`src/design/dgsp_pkg.sv`:
```
// Shared types and constants for the dense-graph shortest-path block.
package dgsp_pkg;

    localparam int MAX_VERTICES = 16;
    localparam int VID_W        = $clog2(MAX_VERTICES);
    localparam int CNT_W        = VID_W + 1;
    localparam int DIST_W       = 10;
    localparam int SUM_W        = DIST_W + 1;
    localparam int MEM_DEPTH    = MAX_VERTICES * MAX_VERTICES;
    localparam int ADDR_W       = 2 * VID_W;
    localparam int VCNT_W       = 5;

    localparam logic [VCNT_W-1:0] VCOUNT_RESET = VCNT_W'(MAX_VERTICES);
    localparam logic [DIST_W-1:0] LIMIT_RESET  = DIST_W'(999);
    localparam logic [CNT_W-1:0]  MIN_COUNT    = CNT_W'(2);
    localparam logic [CNT_W-1:0]  MAX_COUNT    = CNT_W'(MAX_VERTICES);

    localparam logic CFG_VERTEX_COUNT = 1'b0;
    localparam logic CFG_UNREACH_LIM  = 1'b1;

    localparam logic OP_LOAD = 1'b0;
    localparam logic OP_RUN  = 1'b1;

    typedef enum logic
    {
        ALU_SELECT,
        ALU_RELAX
    } alu_op_t;

endpackage

```
`src/design/dgsp_alu.sv`:
```
// Shared add and compare unit used by both the select scan and the relax sweep.
module dgsp_alu
    import dgsp_pkg::*;
(
    input  alu_op_t           op,
    input  logic [DIST_W-1:0] lhs,
    input  logic [DIST_W-1:0] add_a,
    input  logic [DIST_W-1:0] add_b,
    output logic [SUM_W-1:0]  sum,
    output logic              le
);

    logic [SUM_W-1:0] rhs;

    assign sum = {1'b0, add_a} + {1'b0, add_b};

    // Select: distance against best so far. Relax: distance against path sum.
    always_comb
    begin
        case (op)
            ALU_SELECT: rhs = {1'b0, add_a};
            ALU_RELAX:  rhs = sum;
            default:    rhs = {1'b0, add_a};
        endcase
    end

    assign le = ({1'b0, lhs} <= rhs);

endmodule

```
`src/design/dense_graph_shortest_path.sv`:
```
// Top level: cost matrix memory, distance registers and the run sequencer.
// Load: writes one matrix entry, busy stays low. Run: seed the distances from the
// source row, then for each of n-2 passes a select scan plus a relax sweep over the
// selected row, then n results; the run length is set by the one-entry-per-cycle
// matrix read port and the single shared compare unit.
// Results leave one per cycle on a one-cycle valid strobe; the receiver cannot stall.
// Reset clears control, configuration, distances and flags; the matrix is not cleared.
module dense_graph_shortest_path
    import dgsp_pkg::*;
(
    input  logic              clk,
    input  logic              rst_n,
    input  logic              start,
    output logic              busy,
    input  logic              opcode,
    input  logic [VID_W-1:0]  row,
    input  logic [VID_W-1:0]  col,
    input  logic [DIST_W-1:0] weight,
    input  logic [VID_W-1:0]  source,
    input  logic              cfg_valid,
    output logic              cfg_ready,
    input  logic              cfg_index,
    input  logic [DIST_W-1:0] cfg_data,
    output logic              valid,
    output logic [VID_W-1:0]  vertex,
    output logic [DIST_W-1:0] distance,
    output logic              last
);

    typedef enum logic [2:0]
    {
        ST_IDLE,
        ST_INIT,
        ST_SEL,
        ST_RELAX,
        ST_OUT
    } state_t;

    // Control
    state_t                 state_reg, state_next;
    logic [CNT_W-1:0]       cnt_reg, cnt_next;
    logic [CNT_W-1:0]       n_reg, n_next;
    logic [CNT_W-1:0]       pass_reg, pass_next;
    logic [VID_W-1:0]       src_reg, src_next;
    logic [VID_W-1:0]       u_reg, u_next;
    logic [DIST_W-1:0]      best_reg, best_next;
    logic                   found_reg, found_next;
    logic                   pend_reg, pend_next;
    logic [VID_W-1:0]       pidx_reg, pidx_next;

    // Configuration
    logic [VCNT_W-1:0]      vcount_reg, vcount_next;
    logic [DIST_W-1:0]      limit_reg, limit_next;

    // Distances and selected flags
    logic [DIST_W-1:0]      dist_reg [MAX_VERTICES];
    logic [DIST_W-1:0]      dist_next [MAX_VERTICES];
    logic [MAX_VERTICES-1:0] sel_reg, sel_next;

    // Result registers
    logic                   valid_reg, valid_next;
    logic [VID_W-1:0]       vertex_reg, vertex_next;
    logic [DIST_W-1:0]      distance_reg, distance_next;
    logic                   last_reg, last_next;

    // Cost matrix
    logic [DIST_W-1:0]      mem [MEM_DEPTH];
    logic [DIST_W-1:0]      rdata_reg;
    logic                   mem_we;
    logic [ADDR_W-1:0]      mem_waddr;
    logic [ADDR_W-1:0]      mem_raddr;

    // Datapath
    logic [VID_W-1:0]       cidx;
    logic [VID_W-1:0]       rd_idx;
    logic [DIST_W-1:0]      rd_dist;
    logic [CNT_W-1:0]       n_eff;
    logic                   accept;
    alu_op_t                alu_op;
    logic [SUM_W-1:0]       alu_sum;
    logic                   alu_le;
    logic                   cand;

    assign busy      = (state_reg != ST_IDLE);
    assign cfg_ready = 1'b1;
    assign accept    = start && !busy;
    assign valid     = valid_reg;
    assign vertex    = vertex_reg;
    assign distance  = distance_reg;
    assign last      = last_reg;

    assign cidx   = cnt_reg[VID_W-1:0];
    assign rd_idx = (state_reg == ST_RELAX) ? pidx_reg : cidx;
    assign rd_dist = dist_reg[rd_idx];

    // Clamp the vertex count into the supported range
    always_comb
    begin
        if ({1'b0, vcount_reg} < {1'b0, MIN_COUNT})
            n_eff = MIN_COUNT;
        else if ({1'b0, vcount_reg} > {1'b0, MAX_COUNT})
            n_eff = MAX_COUNT;
        else
            n_eff = CNT_W'(vcount_reg);
    end

    assign alu_op = (state_reg == ST_RELAX) ? ALU_RELAX : ALU_SELECT;

    dgsp_alu u_alu
    (
        .op    (alu_op),
        .lhs   (rd_dist),
        .add_a (best_reg),
        .add_b (rdata_reg),
        .sum   (alu_sum),
        .le    (alu_le)
    );

    assign cand = !sel_reg[cidx] && alu_le;

    // Matrix ports: loads write while idle, the sequencer reads one entry per cycle
    assign mem_we    = accept && (opcode == OP_LOAD);
    assign mem_waddr = {row, col};
    assign mem_raddr = {(state_reg == ST_INIT) ? src_reg : u_reg, cidx};

    always_ff @(posedge clk)
    begin
        if (mem_we)
            mem[mem_waddr] <= weight;
        rdata_reg <= mem[mem_raddr];
    end

    always_comb
    begin
        state_next    = state_reg;
        cnt_next      = cnt_reg;
        n_next        = n_reg;
        pass_next     = pass_reg;
        src_next      = src_reg;
        u_next        = u_reg;
        best_next     = best_reg;
        found_next    = found_reg;
        pend_next     = 1'b0;
        pidx_next     = pidx_reg;
        vcount_next   = vcount_reg;
        limit_next    = limit_reg;
        dist_next     = dist_reg;
        sel_next      = sel_reg;
        valid_next    = 1'b0;
        vertex_next   = vertex_reg;
        distance_next = distance_reg;
        last_next     = 1'b0;

        // Configuration transfer
        if (cfg_valid && cfg_ready)
        begin
            case (cfg_index)
                CFG_VERTEX_COUNT: vcount_next = cfg_data[VCNT_W-1:0];
                CFG_UNREACH_LIM:  limit_next  = cfg_data;
                default:          limit_next  = limit_reg;
            endcase
        end

        case (state_reg)
            ST_IDLE:
            begin
                // Drop runs whose source lies outside the vertices in use
                if (accept && (opcode == OP_RUN) && ({1'b0, source} < n_eff))
                begin
                    n_next          = n_eff;
                    src_next        = source;
                    pass_next       = n_eff - MIN_COUNT;
                    sel_next        = '0;
                    sel_next[source] = 1'b1;
                    cnt_next        = '0;
                    state_next      = ST_INIT;
                end
            end

            ST_INIT, ST_RELAX:
            begin
                // Issue one row read per cycle; handle its data in the next cycle
                if (cnt_reg < n_reg)
                begin
                    pend_next = 1'b1;
                    pidx_next = cidx;
                    cnt_next  = cnt_reg + CNT_W'(1);
                end
                if (pend_reg)
                begin
                    if (state_reg == ST_INIT)
                        dist_next[pidx_reg] = rdata_reg;
                    else if (!sel_reg[pidx_reg] && !alu_le)
                        dist_next[pidx_reg] = alu_sum[DIST_W-1:0];
                end
                else if (cnt_reg == n_reg)
                begin
                    cnt_next   = '0;
                    best_next  = limit_reg;
                    found_next = 1'b0;
                    if (state_reg == ST_RELAX)
                        pass_next = pass_reg - CNT_W'(1);
                    if ((state_reg == ST_INIT && pass_reg == '0) ||
                        (state_reg == ST_RELAX && pass_reg == CNT_W'(1)))
                        state_next = ST_OUT;
                    else
                        state_next = ST_SEL;
                end
            end

            ST_SEL:
            begin
                // Highest index wins ties because the scan runs upwards with <=
                if (cand)
                begin
                    best_next = rd_dist;
                    u_next    = cidx;
                end
                found_next = found_reg || cand;
                if (cnt_reg == n_reg - CNT_W'(1))
                begin
                    cnt_next = '0;
                    if (found_reg || cand)
                    begin
                        sel_next[cand ? cidx : u_reg] = 1'b1;
                        state_next = ST_RELAX;
                    end
                    else
                    begin
                        // No candidate: skip this pass
                        pass_next  = pass_reg - CNT_W'(1);
                        best_next  = limit_reg;
                        found_next = 1'b0;
                        if (pass_reg == CNT_W'(1))
                            state_next = ST_OUT;
                    end
                end
                else
                begin
                    cnt_next = cnt_reg + CNT_W'(1);
                end
            end

            ST_OUT:
            begin
                valid_next    = 1'b1;
                vertex_next   = cidx;
                distance_next = rd_dist;
                if (cnt_reg == n_reg - CNT_W'(1))
                begin
                    last_next  = 1'b1;
                    cnt_next   = '0;
                    state_next = ST_IDLE;
                end
                else
                begin
                    cnt_next = cnt_reg + CNT_W'(1);
                end
            end

            default:
            begin
                state_next = ST_IDLE;
            end
        endcase
    end

    always_ff @(posedge clk or negedge rst_n)
    begin
        if (!rst_n)
        begin
            state_reg  <= ST_IDLE;
            cnt_reg    <= '0;
            n_reg      <= MIN_COUNT;
            pass_reg   <= '0;
            src_reg    <= '0;
            u_reg      <= '0;
            best_reg   <= '0;
            found_reg  <= 1'b0;
            pend_reg   <= 1'b0;
            pidx_reg   <= '0;
            vcount_reg <= VCOUNT_RESET;
            limit_reg  <= LIMIT_RESET;
            for (int i = 0; i < MAX_VERTICES; i++)
                dist_reg[i] <= '0;
            sel_reg    <= '0;
            valid_reg  <= 1'b0;
            last_reg   <= 1'b0;
        end
        else
        begin
            state_reg  <= state_next;
            cnt_reg    <= cnt_next;
            n_reg      <= n_next;
            pass_reg   <= pass_next;
            src_reg    <= src_next;
            u_reg      <= u_next;
            best_reg   <= best_next;
            found_reg  <= found_next;
            pend_reg   <= pend_next;
            pidx_reg   <= pidx_next;
            vcount_reg <= vcount_next;
            limit_reg  <= limit_next;
            dist_reg   <= dist_next;
            sel_reg    <= sel_next;
            valid_reg  <= valid_next;
            last_reg   <= last_next;
        end
    end

    // Result payload holds between strobes and needs no reset
    always_ff @(posedge clk)
    begin
        vertex_reg   <= vertex_next;
        distance_reg <= distance_next;
    end

endmodule

```
`config.mk`:
```
export PLATFORM = sky130hd
export DESIGN_NAME = dense_graph_shortest_path
export DESIGN_NICKNAME = d
export VERILOG_FILES = /design/src/design/dgsp_pkg.sv /design/src/design/dgsp_alu.sv /design/src/design/dense_graph_shortest_path.sv
export SDC_FILE = /design/constraint.sdc
export NUM_CORES = 2
export LEC_CHECK = 0
export ABC_AREA = 1
export BUFFER_PORTS_ARGS = -buffer_cell sky130_fd_sc_hd__buf_4
export CAP_MARGIN = 25
export CORE_UTILIZATION = 60
export DETAILED_ROUTE_END_ITERATION = 10
export PLACE_DENSITY = 0.76
export SYNTH_ARGS = -nofsm -noshare
export SYNTH_HDL_FRONTEND = slang
export SYNTH_SLANG_ARGS = --single-unit
```
`constraint.sdc`:
```
create_clock -name clk -period 7.2 [get_ports clk]
set_input_delay 0.36 -clock clk [delete_from_list [all_inputs] [get_ports clk]]
set_output_delay 0.36 -clock clk [all_outputs]
set_load 0.05 [all_outputs]
```
---- Word-level counts from Yosys, hierarchy flattened ----
Memory sizes are Yosys's and may differ from the RTL's. A register that Yosys moved wholly into a read port is not among the register bits.
Cells that the tools add are included.
word-level totals
  ROM bits ................................ 0
  latch bits .............................. 0
  register bits ........................... 249
  output and inout port bits .............. 18
  memory bits (writable) .................. 2,560
  memories kept ........................... 1
  word-level logic and storage cells ...... 180
memories
  memory  depth  bits a word  rd ports  clocked after memory_dff  wr ports  line                             source
  mem     256    10           1         1                         1         dense_graph_shortest_path.sv:67  logic [DIST_W-1:0] mem [MEM_DEPTH];
operators by class
  eq/ne operators ......................... 16
  div/mod/pow operators ................... 0
  shift-type cells ........................ 0
  add/subtract/negate cells ............... 5
  mux-type cells .......................... 68
  multipliers ............................. 0
  reductions and logical operators ........ 37
  order comparisons ....................... 14
  bitwise logic cells ..................... 6
operators with widths
  kind                                                                  number
  160-bit bitwise mux                                                   2
  160-bit 2-to-1 mux                                                    2
  10-bit 2-to-1 mux                                                     8
  5-bit 2-to-1 mux                                                      13
  16-bit 2-to-1 mux                                                     3
  10-bit binary-select mux with 4-bit select                            1
  10-bit demux with 4-bit select                                        1
  16-bit one-hot mux with 2 select lines                                1
  5-bit one-hot mux with 3 select lines                                 2
  3-bit 2-to-1 mux                                                      8
  11-bit one-hot mux with 2 select lines                                1
  4-bit by 5-bit < comparator with 1-bit output, second input constant  4
  10-bit one-hot mux with 2 select lines                                1
  1-bit 2-to-1 mux                                                      16
  2-bit inequality test, second input constant                          8
  16-bit bitwise OR                                                     1
  4-bit 2-to-1 mux                                                      3
  3-bit one-hot mux with 4 select lines                                 1
  10-bit by 10-bit adder with 11-bit output                             1
  10-bit by 11-bit less-or-equal comparator with 1-bit output           1
  1-bit logical AND                                                     11
  5-bit == test                                                         2
  5-bit >= comparator, second input constant                            2
  4-bit inverter with 5-bit output                                      2
  other kinds (30)                                                      51

---- Longest topological paths before layout ----
  word-level depth ........................ 17
  gate-level depth with buffers ........... 30
  depth with buffers taken out ............ 30

---- Hierarchy ----
Synthesis repeated with hierarchy kept, for this count alone.
unflattened totals
  cells, all modules ...................... 10,323
  area total of the unflattened synthesis .. 116,770.7 um^2
modules (own cells, without submodules)
  module                     area each (um^2)  times used  cells an instance
  dense_graph_shortest_path  115,918.7         1           10,178
  dgsp_alu                   852.1             1           145

---- Worst setup path after synthesis ----
Ideal clock, no wire load.
  path kind ............................... reg-to-reg
  start point ............................. register cnt_reg[0]
  end point ............................... register dist_reg[55] (netlist bit)
  slack ................................... 3,593 ps
  cell stages (with the launch flop) ...... 27
  clock period less this slack ............ 3,607 ps
  buffers on the path ..................... 7
  data arrival time ....................... 3,489 ps
  required time ........................... 7,081 ps
  path through ............................ dfrtp_1 > buf_6 > buf_6 > buf_4 > nand2_1 > nand2_2 > buf_2 > buf_2 > o211ai_1 > nand3_1 > nand3_1 > nand2_1 > ha_1 > nand2_1 > nor2_1 > nand2_1 > nand2_1 > nand2_1 > nand2_1 > nand3_2 > o21ai_2 > nand2_2 > buf_6 > nor2_2 > buf_2 > nand3_1 > o21a_1
on the way
  cells in the longest elaborated chain, start to end .. 10
RTL lines
  element                                                      line                              source
  start: declaration                                           dense_graph_shortest_path.sv:41   logic [CNT_W-1:0] cnt_reg, cnt_next;
  start signal: assignment                                     dense_graph_shortest_path.sv:293  cnt_reg <= cnt_next;
  4-bit 2-to-1 mux                                             dense_graph_shortest_path.sv:93   assign rd_idx = (state_reg == ST_RELAX) ? pidx_reg : cidx;
  4-bit inverter with 5-bit output (not written as such)       dense_graph_shortest_path.sv:94   assign rd_dist = dist_reg[rd_idx];
  10-bit binary-select mux with 4-bit select                   dense_graph_shortest_path.sv:94
  10-bit 2-to-1 mux (not written as such) (2 in series)        dense_graph_shortest_path.sv:94
  via rd_dist[6]                                               dense_graph_shortest_path.sv:76   logic [DIST_W-1:0] rd_dist;
  10-bit by 11-bit less-or-equal comparator with 1-bit output  dgsp_alu.sv:27                    assign le = ({1'b0, lhs} <= rhs);
  1-bit logical NOT                                            dense_graph_shortest_path.sv:193  else if (!sel_reg[pidx_reg] && !alu_le)
  1-bit logical AND                                            dense_graph_shortest_path.sv:193
  2-bit nonzero test (no line)                                 --
  3-bit AND reduction (no line)                                --
  end signal: assignment                                       dense_graph_shortest_path.sv:304  dist_reg <= dist_next;
  end: declaration                                             dense_graph_shortest_path.sv:56   logic [DIST_W-1:0] dist_reg [MAX_VERTICES];
The timed path passes the listed nets, and every way through them passes these cells. The select of a mux whose other input is x is not followed.
A chain may end at the register's enable or synchronous reset.

---- Final worst setup path ----
  start point ............................. register state_reg[0]
  end point ............................... register dist_reg[58] (netlist bit)
on the way
  cells in the longest elaborated chain, start to end .. 11
  elaborated cells between the ends (all ways) .. 17
RTL lines
  element                                                      line                              source
  start: declaration                                           dense_graph_shortest_path.sv:40   state_t state_reg, state_next;
  start signal: assignment                                     dense_graph_shortest_path.sv:292  state_reg <= state_next;
  3-bit by 2-bit == test with 1-bit output                     dense_graph_shortest_path.sv:93
  4-bit 2-to-1 mux                                             dense_graph_shortest_path.sv:93
  4-bit inverter with 5-bit output (not written as such)       dense_graph_shortest_path.sv:94
  10-bit binary-select mux with 4-bit select                   dense_graph_shortest_path.sv:94
  10-bit 2-to-1 mux (not written as such) (2 in series)        dense_graph_shortest_path.sv:94
  via rd_dist[3]                                               dense_graph_shortest_path.sv:76
  10-bit by 11-bit less-or-equal comparator with 1-bit output  dgsp_alu.sv:27
  1-bit logical NOT                                            dense_graph_shortest_path.sv:193
  1-bit logical AND                                            dense_graph_shortest_path.sv:193
  2-bit nonzero test (no line)                                 --
  3-bit AND reduction (no line)                                --
The timed path passes the listed nets, and every way through them passes these cells. The select of a mux whose other input is x is not followed.

==> results by group <==
Run status
  – Status: completed

Worst setup path
  – WP buf/inv: 5
  – Maximum fanout along the worst path: 71
  – CP startpoint kind: flip-flop
  – Critical path's top delay family: simple AND/OR/NAND/NOR gates
  – Most Frequent Cell on Critical Path: nand2_1
  – Worst Path Class, Setup: flip-flop to flip-flop
  – Slowest stage delay, CP: 0.64 ns
  – Endpoint class of the critical path: flip-flop
  – CP max-delay cell: inv_1
  – Critical Path AT: 6.57 ns
  – CP required: 8.06 ns

Placed design
  – Placer Congestion: 0.979
  – Placed Area: 117000 um2
  – Placed cell count: 11300
  – Post-detail-place hpwl: 174 mm
  – Port buffer count: 54
  – DP Worst Slack: 1.48 ns

Synth
  – Yosys reg bits: 2819
  – Yosys warns: 0
  – Asr flop ratio synth: 8.34%
  – Netlist Area Pre-Place: 115000 um2
  – Synth unique cells: 50
  – Syn Inst Count: 9278
  – Most used DFF post-synth: edfxtp_1
  – Post-synthesis sequential area ratio: 72.5%
  – Post-synth EDFFs: 2574
  – Syn_nets: 9350
  – Syn Area/Cell: 12.4 um2

Timing
  – Max Clk Rate: 175 MHz
  – Worst-Margin Slew: 1.36 ns
  – RSZ-0062 raised after global routing: no
  – Setup Viol. Count Final: 0
  – Max-slew headroom: 9.38%
  – Max Slew Vio Count: 0
  – Fin. Hold Viols: 0
  – Setup TNS: 0 ns
  – Period Utilization, post-route: 79.4%
  – Hold_ws: 0.0585 ns
  – Post-route minimum period: 5.71 ns
  – Setup WS post-layout: 1.49 ns
  – Clk_skew: 0.0693 ns

Route
  – Drt first pass iters: 8
  – ANT nets after route: 0
  – DR WL/cell: 26.2 um
  – Vias per cell: 6.60
  – # DRC: 0
  – Final wirelength: 311 mm
  – DR vias: 78300
  – DR iter-0 viols: 11900

CTS
  – Worst skew pair latency: 0.96 ns
  – Total setup buffers inserted after CTS: 0
  – Clock transition at path regs: 0.06 ns
  – CTS Buffer Depth: 4
  – TritonCTS clock tree: done
  – H-tree Lvls: 5
  – Hold buffer count at CTS: 35
  – Post-CTS sizing: 0
  – Root Buffer: clkbuf_16
  – TritonCTS Buffers: 295
  – CTS Sinks: 2819

Pwr
  – Flop pwr share: 36.3%
  – Leak Pwr: 41.8 nW
  – Int Power: 31.6 mW
  – Comb pwr share: 35.5%
  – Max VDD drop: 0.446 mV
  – Switching part of the total: 39.1%
  – Clock group share of total power: 28.2%
  – Total power: 52.0 mW
  – PwrDens: 409 nW/um2
  – P_sw: 20.3 mW

Job
  – Max-Cap Viols: 0

Cells and area
  – Register area: 83400 um2
  – Area Growth Syn to Fin: 10.5%
  – Non-Filler Instances: 11900
  – Layout cells sized above 1: 7.63%
  – Number of flip-flops in the largest register: 2560
  – Nets: 9219
  – Area of the multi-input gates: 28000 um2
  – Final Util: 66.8%
  – Fill count: 12900
  – Final Cell Area: 127000 um2

Floorplanning
  – Initial core utilization: 60.4%
  – Ports: 56
  – Total die area: 193000 um2
  – Die X: 440 um
  – Site Rows: 160
  – Core ar.: 190000 um2
  – Die Ht: 440 um

Global routing
  – GRT Overall Usage: 31.8%
  – GRT Residual Overflow: 0
  – Vias in the first global route: 73900
  – Initial antenna violation count: 7
  – Largest net degree at the start of global routing: 225
  – Global-route wire length before repair: 461 mm

Worst hold path
  – Tightest Hold Check Type: primary input to async pin
[routing by layer]
metal  global-route usage [%]  wire, um  vias up
met5                        0        27        -
met4                     14.2     14300        4
met3                     6.79     38800      841
met2                     48.7    144000     5242
met1                     44.2    114000    38100
li1                         -         -    34100
[logic make-up (layout without fill, tap and decap cells)]
family / Yosys count / count (layout) / share of synthesized area (%)
other: 1 / 4 / 0.00326
DFF: 2819 / 2819 / 72.5
xor gates and xnor gates: 19 / 19 / 0.145
AOI/OAI and AO/OA: 2629 / 2629 / 13.6
muxes: 8 / 8 / 0.0751
and+or+nand+nor: 2859 / 2859 / 10.0
adders and majority gates: 34 / 34 / 0.377
buffers and inverters: 909 / 985 / 3.19
[cells in the mapped netlist (21+ instances only)]
cell	n	share of area, %
o21ai_1	24	0.10
clkbuf_1	492	1.6
edfxtp_1	2574	67
o21ai_0	1485	6.5
o221ai_1	218	1.7
o21a_1	23	0.15
ha_1	33	0.36
o211ai_1	461	3.0
buf_1	21	0.069
nand3_1	488	2.1
o22ai_1	344	1.9
nand2_1	578	1.9
buf_2	159	0.69
a21oi_1	57	0.25
inv_1	209	0.68
nor2_1	1731	5.7
dfrtp_1	225	4.9
[final cells by class]
type / instances / area share, %
sequential: 2819 / 65.7
multi-input combinational: 5550 / 22.0
clock buffer: 367 / 6.25
tap: 2511 / 2.47
timing repair buffer: 256 / 1.94
clock inverter: 137 / 0.940
inverter: 225 / 0.688
antenna: 3 / 0.00591
[cells in the final DEF, fill, tap and decap left out, drive strengths merged, types with 3 or more instances in the layout]
cell,Yosys,final
dfrtp,225,225
inv,220,227
diode,0,3
bufinv,0,20
nor2,1749,1749
nor3,9,9
o21a,23,23
a21oi,58,58
xnor2,7,7
or2,15,15
clkinvlp,0,10
clkinv,5,105
buf,192,218
edfxtp,2574,2574
nand4,6,6
o221ai,218,218
nand2,586,586
o22ai,344,344
mux2,5,5
dlygate4sd3,0,35
o21ai,1511,1511
ha,33,33
mux2i,3,3
dfstp,10,10
dfxtp,10,10
nand3,490,490
a22oi,6,6
o211ai,461,461
xor2,12,12
clkbuf,492,370
[power by group through the flow]
stage / registers [mW] / logic (mW) / clock network, mW
after floorplan: 19.0 / 11.5 / 0
after CTS: 18.9 / 17.9 / 14.7
after detailed placement: 19.2 / 17.7 / 0
final: 18.9 / 18.4 / 14.7
after global placement: 19.2 / 17.2 / 0
after global routing: 18.9 / 19.6 / 15.3
[worst register-to-register path, stage by stage, from the launching register on]
cell and delay, ns:
dfrtp_1 0.40, inv_1 0.10, nor2_2 0.15, nand2_1 0.41, nand2_1 0.27, o21ai_4 0.09, inv_1 0.65, o211ai_1 0.22
nand3_1 0.14, nand3_1 0.12, nand2_1 0.14, inv_1 0.07, ha_1 0.27, nand2_1 0.05, nor2_1 0.13, nand2_1 0.08
nand2_1 0.06, nand2_1 0.05, nand2_1 0.07, nand3_2 0.25, o21ai_2 0.28, nand2_2 0.05, buf_4 0.38, nor2_1 0.67
buf_4 0.31, nand3_1 0.09, o21ai_0 0.11
[final timing paths]
kind                                    from           end  slack, ns  cells past startpoint
worst min register to register    src_reg[0]    src_reg[0]       0.49                      2
worst max-delay path            state_reg[0]  dist_reg[58]       1.49                     26
worst min-delay path                   rst_n  dist_reg[43]       0.06                      2
worst max register to register  state_reg[0]  dist_reg[58]       1.49                     26
max in group asynchronous              rst_n          last       5.70                      3
min in group clk                   weight[5]   mem[226][5]       0.06                      1
(Power assumes the default switching activity.)
